## src/sv/phhd_queue.sv

```systemverilog
`timescale 1ns / 1ps
`default_nettype none

module phhd_queue #(
    parameter int W     = 72,
    parameter int DEPTH = 2
) (
    input  wire          i_clk,
    input  wire          i_rst_n,
    input  wire          i_push,
    input  wire          i_pop,
    input  wire [W-1:0]  i_data,
    output logic         o_full,
    output logic         o_valid,
    output logic [W-1:0] o_data
);

    localparam int PTR_W = (DEPTH > 1) ? $clog2(DEPTH) : 1;
    localparam int CNT_W = $clog2(DEPTH + 1);

    logic [W-1:0]     r_mem [DEPTH];
    logic [PTR_W-1:0] r_wp;
    logic [PTR_W-1:0] r_rp;
    logic [CNT_W-1:0] r_cnt;
    logic [CNT_W-1:0] n_cnt;

    assign o_full  = (r_cnt == CNT_W'(DEPTH));
    assign o_valid = (r_cnt != '0);
    assign o_data  = r_mem[r_rp];

    always_comb begin
        case ({i_push, i_pop})
            2'b10:   n_cnt = r_cnt + 1'b1;
            2'b01:   n_cnt = r_cnt - 1'b1;
            default: n_cnt = r_cnt;
        endcase
    end

    always_ff @(posedge i_clk) begin
        if (i_push) begin
            r_mem[r_wp] <= i_data;
        end
    end

    always_ff @(posedge i_clk) begin
        if (!i_rst_n) begin
            r_wp  <= '0;
            r_rp  <= '0;
            r_cnt <= '0;
        end else begin
            r_cnt <= n_cnt;
            if (i_push) begin
                r_wp <= (r_wp == PTR_W'(DEPTH - 1)) ? '0 : r_wp + 1'b1;
            end
            if (i_pop) begin
                r_rp <= (r_rp == PTR_W'(DEPTH - 1)) ? '0 : r_rp + 1'b1;
            end
        end
    end

endmodule

`default_nettype wire

```

## config.mk

```make
export PLATFORM = sky130hd
export DESIGN_NAME = phhd_queue
export DESIGN_NICKNAME = d
export VERILOG_FILES = /design/src/sv/phhd_queue.sv
export SDC_FILE = /design/constraint.sdc
export NUM_CORES = 1
export LEC_CHECK = 0
export ABC_AREA = 1
export ABC_CLOCK_PERIOD_IN_PS = 4380
export BUFFER_PORTS_ARGS = -buffer_cell sky130_fd_sc_hd__buf_2
export CORE_MARGIN = 4
export CORE_UTILIZATION = 35
export CTS_CLUSTER_SIZE = 30
export DETAILED_ROUTE_END_ITERATION = 7
export PLACE_DENSITY_LB_ADDON = 0.15
export SKIP_LAST_GASP = 1
export SYNTH_ARGS = -nofsm -noshare
export SYNTH_HDL_FRONTEND = slang
export SYNTH_SLANG_ARGS = --single-unit
```

## constraint.sdc

```tcl
create_clock -name i_clk -period 4.38 [get_ports i_clk]
set_input_delay 0.219 -clock i_clk [delete_from_list [all_inputs] [get_ports i_clk]]
set_output_delay 0.219 -clock i_clk [all_outputs]
set_load 0.005 [all_outputs]
```

==> metrics, run 1 <==
largest net degree at the start of global routing 53; max incr delay on CP 0.75 ns; Routed Antenna Nets 0; die extent in y 136 um; worst skew pair latency 0.41 ns; unrepaired setup endpoints after global routing no; max_cap viols 0; Seq/Total Area, Yosys 0.766; total track usage 0.117; Post CTS Setup Buffer Count 0; Buffers on Ports 149; Slew Limit Headroom 0.326; Mapped Area 5780 um2; M1 wire length 4510 um; CTS tree built; boundary pin count 150; Synth Warn # 0; H-tree levels 4; Tot Pwr 3.43 mW; number of endpoints failing setup at the final stage 0; largest family of logic cells by synthesized area multiplexers; mux cell area share after synthesis 0.186; Vias/cell 4.25; Hold Path Cell Cnt 1; Clock transition at path regs 0.05 ns; wire per inst 14.8 um; Filler cells 1400; clk_skew 0.0105 ns; Post-Synthesis Net Count 336; most frequent cells in the layout buf_2, edfxtp_1, mux2_4, dlygate4sd3_1, clkbuf_16; initial antenna violation count 0; reg-to-reg endpoint r_mem[1][1]; met3 routed WL 700 um; routability cong. 0.659; Hold Crit Start i_data[24]; full die area 18600 um2; DR pass1 iterations 4; clock buffer depth 2; Resize count post-CTS 0; most common cell after layout, fill and taps aside buf_2; Synth-to-Final Area Change 37.8%; post-route cell area 7960 um2; CP Class register to output port; run status finished clean; Critical R2R Launch r_wp; first-pass GRT wire length 16400 um; Mapped Avg Cell Area 22.3 um2; Clock Root Buffer clkbuf_16; WP data required 4.16 ns; Max Used Layer met4; period utilization 0.544; depth of the worst register-to-register path 3; P_leak 3.19 nW; metal2 WL 5350 um; DR iter-0 viols 88; die width 136 um; TNS Setup 0 ns; Fin. Hold Viols 0; routed vias 3066; final critical-path required period 2.38 ns; compound-gate portion of the synthesized area 0.00173; Mapped Cells 259; hpwl dp 6880 um; CP bufs+invs 2; Post-Place Cell Area 6690 um2; Hold Crit Endpoint r_mem[1][24]; total global routing overflow 0; antenna diode count 0; CP delay by family, top flip-flops; WP data arrival 2.16 ns; Max Fclk 0.420 GHz; Hold WS 0.0250 ns; nets 570; final wirelength 10700 um; Initial Utilization 0.361; # DRC 0; Num CTS Buffers 17; peak supply drop 229 uV; worst-path maximum fanout 32; CP Launch Type register; adder-cell area share of the yosys netlist 0.00217; ratio of cells with drive above 1 in the final layout 0.500; Layout Utilization 0.497; vias in the first global route 3313; clk sinks 149; critical-path cell list buf_4, mux2_4, buf_2; Reg2Reg Setup Slack 2.40 ns; row count 46; CP max-delay cell dfxtp_4; CP Capture Type output port; Slew Limit Fails 0; cell area power density 431 nW/um2; count of different cell masters after synthesis 13; worst-margin pin slew 1.01 ns; simple-gate area share of the yosys netlist 0.0141; HP Class primary input to register; register bit total from synthesis 149; core area 16000 um2; Post-Synth XOR/XNOR Area 0
[stage by stage]
step,instances,setup slack (ns)
6_report,722,2.00
5_1_grt,722,1.86
4_1_cts,721,1.90
3_5_place_dp,621,2.29
3_3_place_gp,621,2.31
2_1_floorplan,259,0.552
[synth_stat cells, drive strengths merged]
cell type / instances / area, um2
buf: 8 / 151
edfxtp: 144 / 4320
a21oi: 1 / 5.00
nor2: 11 / 41.3
nand2: 9 / 33.8
o21ai: 1 / 5.00
ha: 1 / 12.5
nand4: 1 / 6.26
mux2: 72 / 1070
inv: 6 / 22.5
dfxtp: 5 / 100
[flip-flops by register name, indices dropped and copies added (netlist names), named ones only]
signal / count
r_mem: 144
r_cnt: 2
r_rp: 1
r_wp: 1
[cell type report]
type,instances,area [um2],share of cell area
inverters,6,23.8,0.00299
flip-flops and latches,149,4430,0.557
multi-input cells,96,1180,0.149
clock inverters,10,131,0.0165
well taps,216,270,0.0340
clock buffers,22,444,0.0558
repair buffers,223,1470,0.185
[power breakdown]
part	switching [mW]	internal, mW
clock	0.520	0.890
combinational	0.136	0.205
sequential	0.0307	1.65
total	0.688	2.74
[kinds of logic after synthesis]
group | count (synthesis)
compound gates | 2
fa+ha+maj | 1
flops | 149
mux | 72
simple gates | 21
buf+inv | 14
[worst max-delay path by stage]
stage,startpoint,end,slack (ns),depth (start not counted)
detailed placement,i_push,r_mem[1][21],2.29,4
global placement,i_push,r_mem[1][18],2.31,4
CTS,register,o_data[45],1.90,3
floorplan,r_wp,r_mem[0][0],0.55,1
finish,register,o_data[45],2.00,3
global route,register,o_data[46],1.86,3
[worst register-to-register path, delay by kind of cell (launching register included)]
kind          cells  cell delay [ns]
buf+inv           2             1.25
simple gates      1             0.10
flops             1             0.34
[repair_timing]
action                                  4_1_cts  5_1_grt
endpoints found under the setup margin        0        0
hold buffers                                 68        1
endpoints found under the hold margin       136        2
[layer usage]
layer	vias to the layer above	track usage
met2	102	0.195
met5	-	0
li1	1474	-
met3	12	0.0444
met4	0	0.0437
met1	1478	0.139
Note: power is estimated with default switching activity, not from simulation.
==> run 2, diff against run 1 <==
ABC_CLOCK_PERIOD_IN_PS = 2180   (was 4380)
clock period = 2.18 ns   (was 4.38 ns; I/O delays follow)
==> run 2 against run 1 <==
  * Routed wire length up 5.2%
  * Critical path depth is the same
  * Setup slack lost 1.6 ns
  * Sequential power is 100% higher
  * Clock power increased by 120%
  * Die area unchanged
  * Combinational power rose by 120%
  * Global-route usage grew 0.75 points
  * Critical endpoint is now o_data[16]
  * First-iteration DRC count rose by 49%
  * Total power increased by 110%
  * Final area increased by 2.4%
==> metrics, run 2 (same netlist as run 1, synthesis figures left out) <==
largest register by flop count r_mem; Filler cells 1415; Slew Limit Headroom 0.663; DR pass1 iterations 4; Slew Limit Fails 0; max_cap viols 0; initial antenna violation count 0; vias in the first global route 3317; hpwl dp 7230 um; Layout Utilization 0.509; number of endpoints failing setup at the final stage 0; HP Class primary input to register; Clock transition at path regs 0.06 ns; Buffers on Ports 149; clk sinks 149; WP data arrival 1.71 ns; final critical-path required period 1.82 ns; run status finished clean; TNS Setup 0 ns; cell area power density 885 nW/um2; total track usage 0.125; Hold WS 0.408 ns; H-tree levels 4; # DRC 0; Num CTS Buffers 17; routed vias 3142; full die area 18600 um2; boundary pin count 150; max reg flops 144; ratio of cells with drive above 1 in the final layout 0.509; Post CTS Setup Buffer Count 0; CP Class register to output port; WP data required 2.07 ns; Vias/cell 4.30; period utilization 0.835; antenna diode count 0; CP Capture Type output port; Tot Pwr 7.21 mW; row count 46; core area 16000 um2; CTS tree built; post-route cell area 8140 um2; unrepaired setup endpoints after global routing no; nets 579; worst-path maximum fanout 43; wire per inst 15.4 um; Clock Root Buffer clkbuf_16; die width 136 um; Resize count post-CTS 0; Post-Place Cell Area 6750 um2; final wirelength 11300 um; worst slack at placement 0.577 ns; register area 4430 um2; first-pass GRT wire length 17000 um; DR iter-0 viols 131; die extent in y 136 um; total global routing overflow 0; Largest regs r_mem x144, r_cnt x2; CP Launch Type register; most frequent cells in the layout buf_2, edfxtp_1, dlygate4sd3_1, mux2_4, clkbuf_16; largest net degree at the start of global routing 70; most common cell after layout, fill and taps aside buf_2; Routed Antenna Nets 0; Synth-to-Final Area Change 41.0%; worst-margin pin slew 0.504 ns; clock buffer depth 2; peak supply drop 483 uV; worst skew pair latency 0.42 ns; routability cong. 0.729; fin cells 731; multi-input gate area in the final layout 1180 um2; Max Fclk 0.549 GHz; Placed Cells 623; final setup margin 0.359 ns; Fin. Hold Viols 0; clk_skew 0.00935 ns; P_leak 3.27 nW; Initial Utilization 0.361
run 2: changes by cell type in the layout (fill, tap and decap cells not counted):
cell / delta
clkinv_2: +2
buf_12: +3
bufinv_16: +2
clkinvlp_4: +4
clkinv_4: -1
clkinv_1: -3
buf_4: -1
clkbuf_1: -4
dlygate4sd3_1: +7
run 2: final timing paths:
kind,from,to,slack (ns),depth (start not counted)
hold / removal,i_data[26],r_mem[0][26],0.41,2
setup reg to reg,r_wp,r_mem[1][10],0.58,3
setup / recovery,register,o_data[16],0.36,3
hold reg to reg,r_rp,register,0.50,2
run 2: power by group:
part | internal (mW) | switching (mW) | total [mW]
Clock | 2.02 | 1.10 | 3.12
Combinational | 0.433 | 0.303 | 0.735
Sequential | 3.31 | 0.0432 | 3.36
run 2: final cells by class:
type,count,area share
Tap cell,216,0.0332
Multi-Input combinational cell,96,0.145
Clock inverter,14,0.0257
Inverter,6,0.00323
Timing Repair Buffer,232,0.196
Sequential cell,149,0.544
Clock buffer,18,0.0527
run 2: what timing repair did:
item	CTS	global route
endpoints found under the hold margin	149	0
endpoints found under the setup margin	0	0
hold buffers	76	0
run 2: routing by layer:
metal | global-route usage | wire (um) | up-vias
li1 | - | - | 1493
met1 | 0.155 | 4930 | 1520
met2 | 0.194 | 5300 | 109
met3 | 0.0429 | 784 | 20
met4 | 0.0633 | 240 | 0
met5 | 0 | 0 | -
run 2: critical path: stages, from the launching register on:
cell	delay, ns
dfxtp_4	0.45
buf_12	0.33
mux2_4	0.34
buf_2	0.13
