--- src/sv/phhd_pkg.sv ---
`timescale 1ns / 1ps
`default_nettype none

package phhd_pkg;

    // Fixed widths of the port fields.
    localparam int TIME_PORT_W = 63;
    localparam int CFG_W       = 40;
    localparam int CFG_IDX_W   = 2;
    localparam int FACETS      = 3;

    // Register indexes of the configuration port.
    localparam logic [CFG_IDX_W-1:0] REG_ENTER_HOLD    = 2'd0;
    localparam logic [CFG_IDX_W-1:0] REG_EXIT_HOLD     = 2'd1;
    localparam logic [CFG_IDX_W-1:0] REG_STALE_TIMEOUT = 2'd2;

    localparam logic [CFG_W-1:0] STALE_RESET = 40'd1000000000;

    typedef enum logic [1:0] {
        OUT_APPEND  = 2'd0,
        OUT_REPLACE = 2'd1,
        OUT_REJECT  = 2'd2
    } t_outcome;

    typedef enum logic [1:0] {
        ST_UNKNOWN  = 2'd0,
        ST_INACTIVE = 2'd1,
        ST_ACTIVE   = 2'd2
    } t_fstate;

    // Classified item handed from the front part to the back part.
    // Bit f of beyond and inside_exit belongs to facet f (body, left, right).
    typedef struct packed {
        t_outcome          outcome;
        logic              stale;
        logic [FACETS-1:0] beyond;
        logic [FACETS-1:0] inside_exit;
    } t_cmd;

endpackage

`default_nettype wire

--- src/sv/phhd_front.sv ---
`timescale 1ns / 1ps
`default_nettype none

module phhd_front #(
    parameter int TIME_WIDTH = 63
) (
    input  wire                              i_clk,
    input  wire                              i_rst_n,
    input  wire                              i_valid,
    input  wire                              i_full,
    input  wire [TIME_WIDTH-1:0]             i_time,
    input  wire [phhd_pkg::FACETS-1:0]       i_beyond,
    input  wire [phhd_pkg::FACETS-1:0]       i_inside,
    input  wire [phhd_pkg::CFG_W-1:0]        i_stale_timeout,
    output logic                             o_push,
    output logic [TIME_WIDTH-1:0]            o_time,
    output phhd_pkg::t_cmd                   o_cmd
);

    localparam int CMP_W = (TIME_WIDTH > phhd_pkg::CFG_W) ? TIME_WIDTH : phhd_pkg::CFG_W;

    logic [TIME_WIDTH-1:0] r_last;
    logic [TIME_WIDTH-1:0] r_prior;

    logic                  is_equal;
    logic [TIME_WIDTH-1:0] base_time;
    logic [TIME_WIDTH-1:0] gap;
    phhd_pkg::t_outcome    outcome;

    assign o_push   = i_valid & ~i_full;
    assign o_time   = i_time;
    assign is_equal = (i_time == r_last);

    always_comb begin
        if ((i_time == '0) || (i_time < r_last)) begin
            outcome = phhd_pkg::OUT_REJECT;
        end else if (is_equal) begin
            outcome = phhd_pkg::OUT_REPLACE;
        end else begin
            outcome = phhd_pkg::OUT_APPEND;
        end
    end

    // A replacement measures its gap from the sample before the replaced one.
    assign base_time = is_equal ? r_prior : r_last;
    assign gap       = i_time - base_time;

    always_comb begin
        o_cmd.outcome     = outcome;
        o_cmd.stale       = (base_time != '0) &&
                            (CMP_W'(gap) > CMP_W'(i_stale_timeout));
        o_cmd.beyond      = i_beyond;
        o_cmd.inside_exit = i_inside;
    end

    always_ff @(posedge i_clk) begin
        if (!i_rst_n) begin
            r_last  <= '0;
            r_prior <= '0;
        end else if (o_push && (outcome == phhd_pkg::OUT_APPEND)) begin
            r_prior <= r_last;
            r_last  <= i_time;
        end
    end

endmodule

`default_nettype wire

--- config.mk ---
export PLATFORM = sky130hd
export DESIGN_NAME = phhd_front
export DESIGN_NICKNAME = d
export VERILOG_FILES = /design/src/sv/phhd_pkg.sv /design/src/sv/phhd_front.sv
export SDC_FILE = /design/constraint.sdc
export NUM_CORES = 1
export LEC_CHECK = 0
export ABC_AREA = 1
export BUFFER_PORTS_ARGS = -buffer_cell sky130_fd_sc_hd__buf_4
export CORE_MARGIN = 5
export CORE_UTILIZATION = 48
export DETAILED_ROUTE_END_ITERATION = 10
export GPL_ROUTABILITY_DRIVEN = 0
export PLACE_DENSITY = 0.67
export SLEW_MARGIN = 20
export SYNTH_ARGS = -nofsm -noshare
export SYNTH_HDL_FRONTEND = slang
export SYNTH_SLANG_ARGS = --single-unit
--- constraint.sdc ---
create_clock -name i_clk -period 8.7 [get_ports i_clk]
set_clock_uncertainty 0.2 [all_clocks]
set_input_delay 0.87 -clock i_clk [delete_from_list [all_inputs] [get_ports i_clk]]
set_output_delay 0.87 -clock i_clk [all_outputs]
set_load 0.01 [all_outputs]
==> results.txt, run 1 <==
- Clock root buffer: clkbuf_16
- Die X: 180 um
- Worst Setup Slack, final: 0.544 ns
- Rel. slew slack: 0.373
- Synthesized Nets: 2646
* Maximum clock frequency: 0.123 GHz
* Die Footprint: 32400 um2
- Filler cell count: 2962
- Power per unit of standard cell area: 153 nW/um2
- The via count of the first global-routing pass is 13500.
- Via count: 15300
- Setup repair after global routing left no endpoint under its margin.
- Counting every instance in the synthesized netlist gives 2369.
- Total wirelength of the detailed-routed design: 47000 um
- Setup violations remaining at the end of the flow were counted as 0.
- Pin count of the biggest net entering global routing: 97
* First-pass GRT wire length: 72700 um
- Post-route ant nets: 0
- Detailed placement ended at an HPWL of 38000 um.
- Portion of the clock cycle consumed by the worst path in the final layout: 0.937
* Die Y: 180 um
- DRC violations left: 0
- WL/cell: 16.5 um
* End-of-flow core utilization: 0.543
* Net count, final: 2721
- The later pin in the worst-skew pair is clocked with a latency of 0.43 ns.
- Counting every sink on the clock net gives 126.
- Register-to-Register Setup Slack: 3.67 ns
- Gr usage total: 0.275
- Summed over all layers, the global routing overflow is 0.
- Cell type with the highest occurrence count on the critical path: nand2_1
- Hold-fix buffer count after cts: 0
- From synthesis to final layout, the design area changed by 12.0%.
- For this configuration, the core starts out at a cell density of 0.485.
- Netlist area before placement: 13900 um2
* Number of antenna violations at the first check in global routing: 0
- Min cycle time layout: 8.16 ns
* Count of unique library cells instantiated by Yosys: 48
* Startpoint-to-endpoint class of the critical path: in2out
- Critical-path maximum fanout: 14
* Port Buffers: 173
- 186 I/O pins were placed.
- Critical path arrival: 7.09 ns
- Among all flip-flop cells after synthesis, the most frequent one is dfxtp_1.
- The first detailed-routing pass ran for 6 iterations.
- Post-DR vias/cell: 5.38
- A synthesized cell averages 5.86 um2.
- For this run, the number of Yosys warnings is 0.
- The worst setup path is launched from a primary input.
* Outcome: completed
- Slowest CP cell: fa_1
- Fraction of layout instances using a drive strength above 1: 0.102
* Leakage power: 0.00797 uW
- Number of failing hold endpoints at the final stage: 0
- Seq/Total Area, Yosys: 0.182
- Detailed Route Iter0 Violations: 1671
- Total number of placement rows: 62
- In this run, synthesis inferred 0 flip-flops with an integrated enable.
- The repair_antennas step left the layout with diodes totalling 0.
- In the final timing run, aggregate negative setup slack is 0 ns.
- Worst hold path type: reg2reg
* Maximum vdd ir drop: 0.000117 V
- Clock slew seen by the registers of the worst setup and hold paths: 0.07 ns
- Pins Over Slew Limit: 0
- Max Cap Violations: 0
- Actual transition at the worst max-transition pin: 0.940 ns
- The synthesized design contains 126 register bits.
- At the placement stage, the worst setup path has a slack of 0.600 ns.
- Clock buffer depth: 2
* Required time reported for the critical path endpoint: 7.63 ns
- Worst setup EP type: output port
* CTS tree: done
* Core area: 28600 um2
- FFs w/ async S/R, synth: 0
- H-tree depth reported by CTS: 4
* Delay contributed by the slowest stage of the critical path: 0.39 ns
* Inserted Clock Buffers: 17
-- state kept, by name (all words and copies together), names as in the netlist --
register,count
r_prior,63
r_last,63
-- power by group --
| part | switching (uW) | internal (uW) |
|---|---|---|
| sequential | 23.3 | 625 |
| clock | 321 | 383 |
| combinational | 668 | 363 |
| total | 1010 | 1370 |
-- synth_stat cells (4+ instances only) --
library cell | instances | area, um2
nor3_1 | 26 | 130
buf_1 | 5 | 18.8
a31oi_1 | 10 | 62.6
nand4_1 | 53 | 332
clkbuf_1 | 45 | 169
dfxtp_1 | 126 | 2520
nor4_1 | 22 | 138
o211ai_1 | 4 | 30.0
buf_4 | 69 | 518
xnor2_1 | 8 | 70.1
a21oi_1 | 140 | 701
o21ai_0 | 104 | 521
nand2_1 | 623 | 2340
nand3b_1 | 5 | 37.5
o221ai_1 | 6 | 52.6
nand3_2 | 7 | 70.1
ha_1 | 163 | 2040
inv_1 | 354 | 1330
a221oi_1 | 4 | 35.0
nand3_1 | 56 | 280
o21a_1 | 10 | 75.1
nor2_2 | 8 | 50.1
nor2_1 | 428 | 1610
o21ai_1 | 4 | 20.0
nand2_2 | 13 | 81.3
a211oi_1 | 9 | 67.6
xor2_1 | 32 | 280
-- through the flow --
step / power [uW] / instances / cell area, um2 / hold slack (ns)
after global placement: 1650 / 2809 / 15000 / 0.283
after floorplan: 1350 / 2369 / 13900 / 0.255
after CTS: 2370 / 2841 / 15500 / 0.288
after global routing: 2540 / 2841 / 15500 / 0.314
final: 2380 / 2841 / 15500 / 0.294
after detailed placement: 1660 / 2809 / 15000 / 0.286
-- path summary, 6_finish.rpt --
kind / from / to / cells after the start
worst max register to register: r_last[2] / r_prior[21] / 20
worst min-delay path: r_last[57] / r_prior[57] / 2
worst min register to register: r_last[57] / r_prior[57] / 2
worst max-delay path: i_time[10] / o_cmd[6] / 44
-- logic make-up (layout without fill, tap and decap cells) --
kind of cell,Yosys count,after routing,share of synthesized area
AND/OR/NAND/NOR,1247,1247,0.370
buffers and inverters,479,567,0.149
AO/OA/AOI/OAI,313,313,0.126
adder cells (fa/ha/maj),164,164,0.148
flip-flops,126,126,0.182
XOR/XNOR,40,40,0.0252
-- critical path: cells and delay by family --
family,cells,cell delay (ns)
adder cells (fa/ha/maj),4,1.16
XOR/XNOR,1,0.18
AND/OR/NAND/NOR,27,3.04
buffers and inverters,3,0.33
AO/OA/AOI/OAI,9,1.50
-- placed cells by master (no fill, tap or decap), types with 3 or more instances in the layout --
cell         n
a2111oi_0    3
nand3b_1     5
nand2_1    623
ha_1       163
dfxtp_1    126
nor3_1      26
nor4_1      22
inv_1      354
nand3_2      7
o211ai_1     4
o21ai_1      4
buf_4      179
nor2_1     428
o21ai_0    104
nand2_2     13
o21a_1      10
a21boi_1     3
a21oi_1    140
a31oi_1     10
o221ai_1     6
o21ai_2      3
inv_6        6
xnor2_1      8
xor2_1      32
a211oi_1     9
nand3_1     55
inv_8        3
nand4_1     53
a221oi_1     4
clkbuf_16   17
nor2_2       8
a21o_1       3
-- layer usage --
metal	GRT usage	up-vias	routed length [um]
li1	-	7637	-
met1	0.414	6854	21800
met2	0.403	729	19200
met3	0.0491	78	4780
met4	0.0744	0	1220
met5	0	-	0
-- what timing repair did --
| action | in CTS | in global routing |
|---|---|---|
| endpoints found under the hold margin | 0 | 0 |
| resized for setup | 0 | 1 |
| setup buffers | 0 | 0 |
| endpoints found under the setup margin | 0 | 1 |
-- final cells by class --
type / instances / area [um2] / area share
Tap cell: 384 / 480 / 0.0309
Multi-Input combinational cell: 1764 / 9300 / 0.598
Clock inverter: 14 / 120 / 0.00773
Inverter: 356 / 1340 / 0.0860
Timing Repair Buffer: 179 / 1340 / 0.0865
Clock buffer: 18 / 439 / 0.0283
Sequential cell: 126 / 2520 / 0.162
(Power assumes the default switching activity.)
==> run 2, diff against run 1 <==
==> constraint.sdc (replaced) <==
create_clock -name i_clk -period 8.7 [get_ports i_clk]
set_clock_uncertainty 0.2 [all_clocks]
set_input_delay 2.61 -clock i_clk [delete_from_list [all_inputs] [get_ports i_clk]]
set_output_delay 2.61 -clock i_clk [all_outputs]
set_load 0.01 [all_outputs]
==> results.txt, run 2 (synthesis gave the netlist of run 1 again) <==
- The run finished, with violations left.
- Violated checks: setup timing
* Fraction of layout instances using a drive strength above 1: 0.300
- Gr usage total: 0.312
- The detail route stage leaves a number of antenna-violating nets equal to 0.
- Global route overflow: 0
- Post-DR vias/cell: 5.31
- Setup slack on the critical path of the routed design comes to -2.02 ns.
- Of the total power, the share spent switching nets is 0.391.
- STA classifies the critical path endpoint as an output port.
- In this design, the stage delay of the slowest critical-path cell is 0.36 ns.
- WHS: 0.285 ns
* Family with the most delay on the worst path: simple AND/OR/NAND/NOR gates
- The critical path is of the in2out type.
* Rel. slew slack: 0.420
* H-tree depth reported by CTS: 4
- The share of total power dissipated in combinational logic is 0.515.
- Worst hold path type: reg2reg
* Relative contribution of sequential cells to total power: 0.221
* Final HPWL from detailed placement: 41800 um
* Sink count of the clock tree: 126
* Antenna Cells: 0
- Cell type with the highest occurrence count on the critical path: nand2_1
- Leaving out fill and tap cells, the most frequent cell in the layout is buf_4.
- The detailed router placed 17400 vias in this run.
* Power per unit of standard cell area: 145 nW/um2
* Number of standard cells in the layout, taps in and fillers out: 3272
* Required time reported for the critical path endpoint: 5.89 ns
- The largest registers in the layout are r_last (63), r_prior (63).
- NetSw: 1150 uW
- Number of failing hold endpoints at the final stage: 0
- After the first detailed-routing iteration, the DRC count stood at 1744.
- Measured on the finished design, the core utilization comes to 0.709.
- Setup repair after global routing could not meet its margin everywhere.
* Filler cell count: 2288
- First-pass GRT wire length: 83000 um
- The root buffer cell chosen for the clock tree is clkbuf_16.
* Total wirelength of the detailed-routed design: 54100 um
- Buf+Inv Stages, Crit Path: 5
- Clock-pin slew was measured on the worst setup and hold paths at 0.06 ns.
- The internal power of the cells totals 1790 uW.
* Critical-path maximum fanout: 4
- Clock buffer depth: 2
* Die Footprint: 32400 um2
- Die X: 180 um
- Clock tree synthesis inserted a total of 17 buffers.
* Net count, final: 3152
* Hold-fix buffer count after cts: 0
- Dpl ws: -2.35 ns
- Core area: 28600 um2
- After detailed routing, the average wire length per cell comes to 16.5 um.
* I/O pins: 186
- CTS tree: done
* Starting density of the core: 0.485
- Number of antenna violations at the first check in global routing: 0
- Actual transition at the worst max-transition pin: 0.871 ns
- In this run the static leakage power is 0.0103 uW.
- The largest individual stage delay along the critical path comes from the cell fa_2.
- Commonest cells after routing, fill and taps aside: 591 x buf_4, 576 x nand2_1, 404 x nor2_1
- Kind of start point of the critical path: primary input
- Portion of the clock cycle consumed by the worst path in the final layout: 1.23
* Final total power: 2950 uW
- The share of total power dissipated in the clock network is 0.264.
- Entering global routing, the biggest net connects 125 pins.
* DRC violations left: 0
- Counting tap cells, the placed design contains a total of 3205 instances.
* Critical path arrival: 7.91 ns
* Port Buffers: 173
- Relative to the synthesized area, the layout overhead comes to 46.3%.
* Max Cap Violations: 0
- Setup violations remaining at the end of the flow were counted as 1.
* Maximum clock frequency: 0.0933 GHz
* Total number of placement rows: 62
- The via count of the first global-routing pass came to 16000.
- Pins Over Slew Limit: 0
- For this run, the detailed router's first-pass iteration total came to 6.
* Insertion delay to the later sink of the worst-skew pair: 0.44 ns
- Min cycle time layout: 10.72 ns
* Maximum vdd ir drop: 0.000167 V
- Die Y: 180 um
-- run 2: changes by cell type in the layout (fill, tap and decap cells not counted), sizes merged --
cell | previous run | this run
nor2 | 438 | 439
bufinv | 0 | 3
clkinvlp | 2 | 1
clkinv | 4 | 5
inv | 364 | 360
buf | 179 | 608
clkbuf | 18 | 20
-- run 2: layer usage --
metal,GRT usage,wire (um),vias up
li1,-,-,8486
met1,0.446,23800,7856
met2,0.486,23300,898
met3,0.0478,5050,131
met4,0.0935,1840,0
met5,0,0,-
-- run 2: worst min-delay path, delay by kind of cell (launching register included) --
family           cells  cell delay, ns
DFF                  1            0.32
and+or+nand+nor      2            0.13
-- run 2: cell type report --
type / count / area (um2) / area share
well taps: 384 / 480 / 0.0237
multi-input cells: 1765 / 10700 / 0.525
clock inverters: 13 / 178 / 0.00875
inverters: 356 / 1340 / 0.0659
repair buffers: 609 / 4670 / 0.230
flip-flops and latches: 126 / 2520 / 0.124
clock buffers: 19 / 453 / 0.0223
-- run 2: what timing repair did --
item / 4_1_cts / 5_1_grt
setup endpoints to repair: 1 / 1
setup buffers: 23 / 11
hold endpoints to repair: 0 / 0
gates cloned: 1 / 1
pin swaps: 87 / 63
resized for setup: 153 / 88
-- run 2: worst paths after layout --
check | start | endpoint | slack [ns] | cells after the start
worst max-delay path | i_time[47] | o_cmd[6] | -2.02 | 46
worst min-delay path | r_last[19] | r_prior[19] | 0.29 | 2
worst max register to register | r_last[1] | r_last[14] | 4.25 | 19
worst min register to register | r_last[19] | r_prior[19] | 0.29 | 2
-- run 2: per-stage QoR --
stage / setup TNS, ns / area, um2
floorplan: -1.33 / 13900
global placement: -2.34 / 18000
detailed placement: -2.35 / 18000
CTS: -1.95 / 19800
global route: -2.38 / 20300
finish: -2.02 / 20300
-- run 2: power by group through the flow --
stage | clock network [uW] | registers [uW] | logic [uW]
2_1_floorplan | 0 | 654 | 702
3_3_place_gp | 0 | 660 | 1260
3_5_place_dp | 0 | 662 | 1290
4_1_cts | 774 | 649 | 1400
5_1_grt | 804 | 656 | 1650
6_report | 777 | 651 | 1520
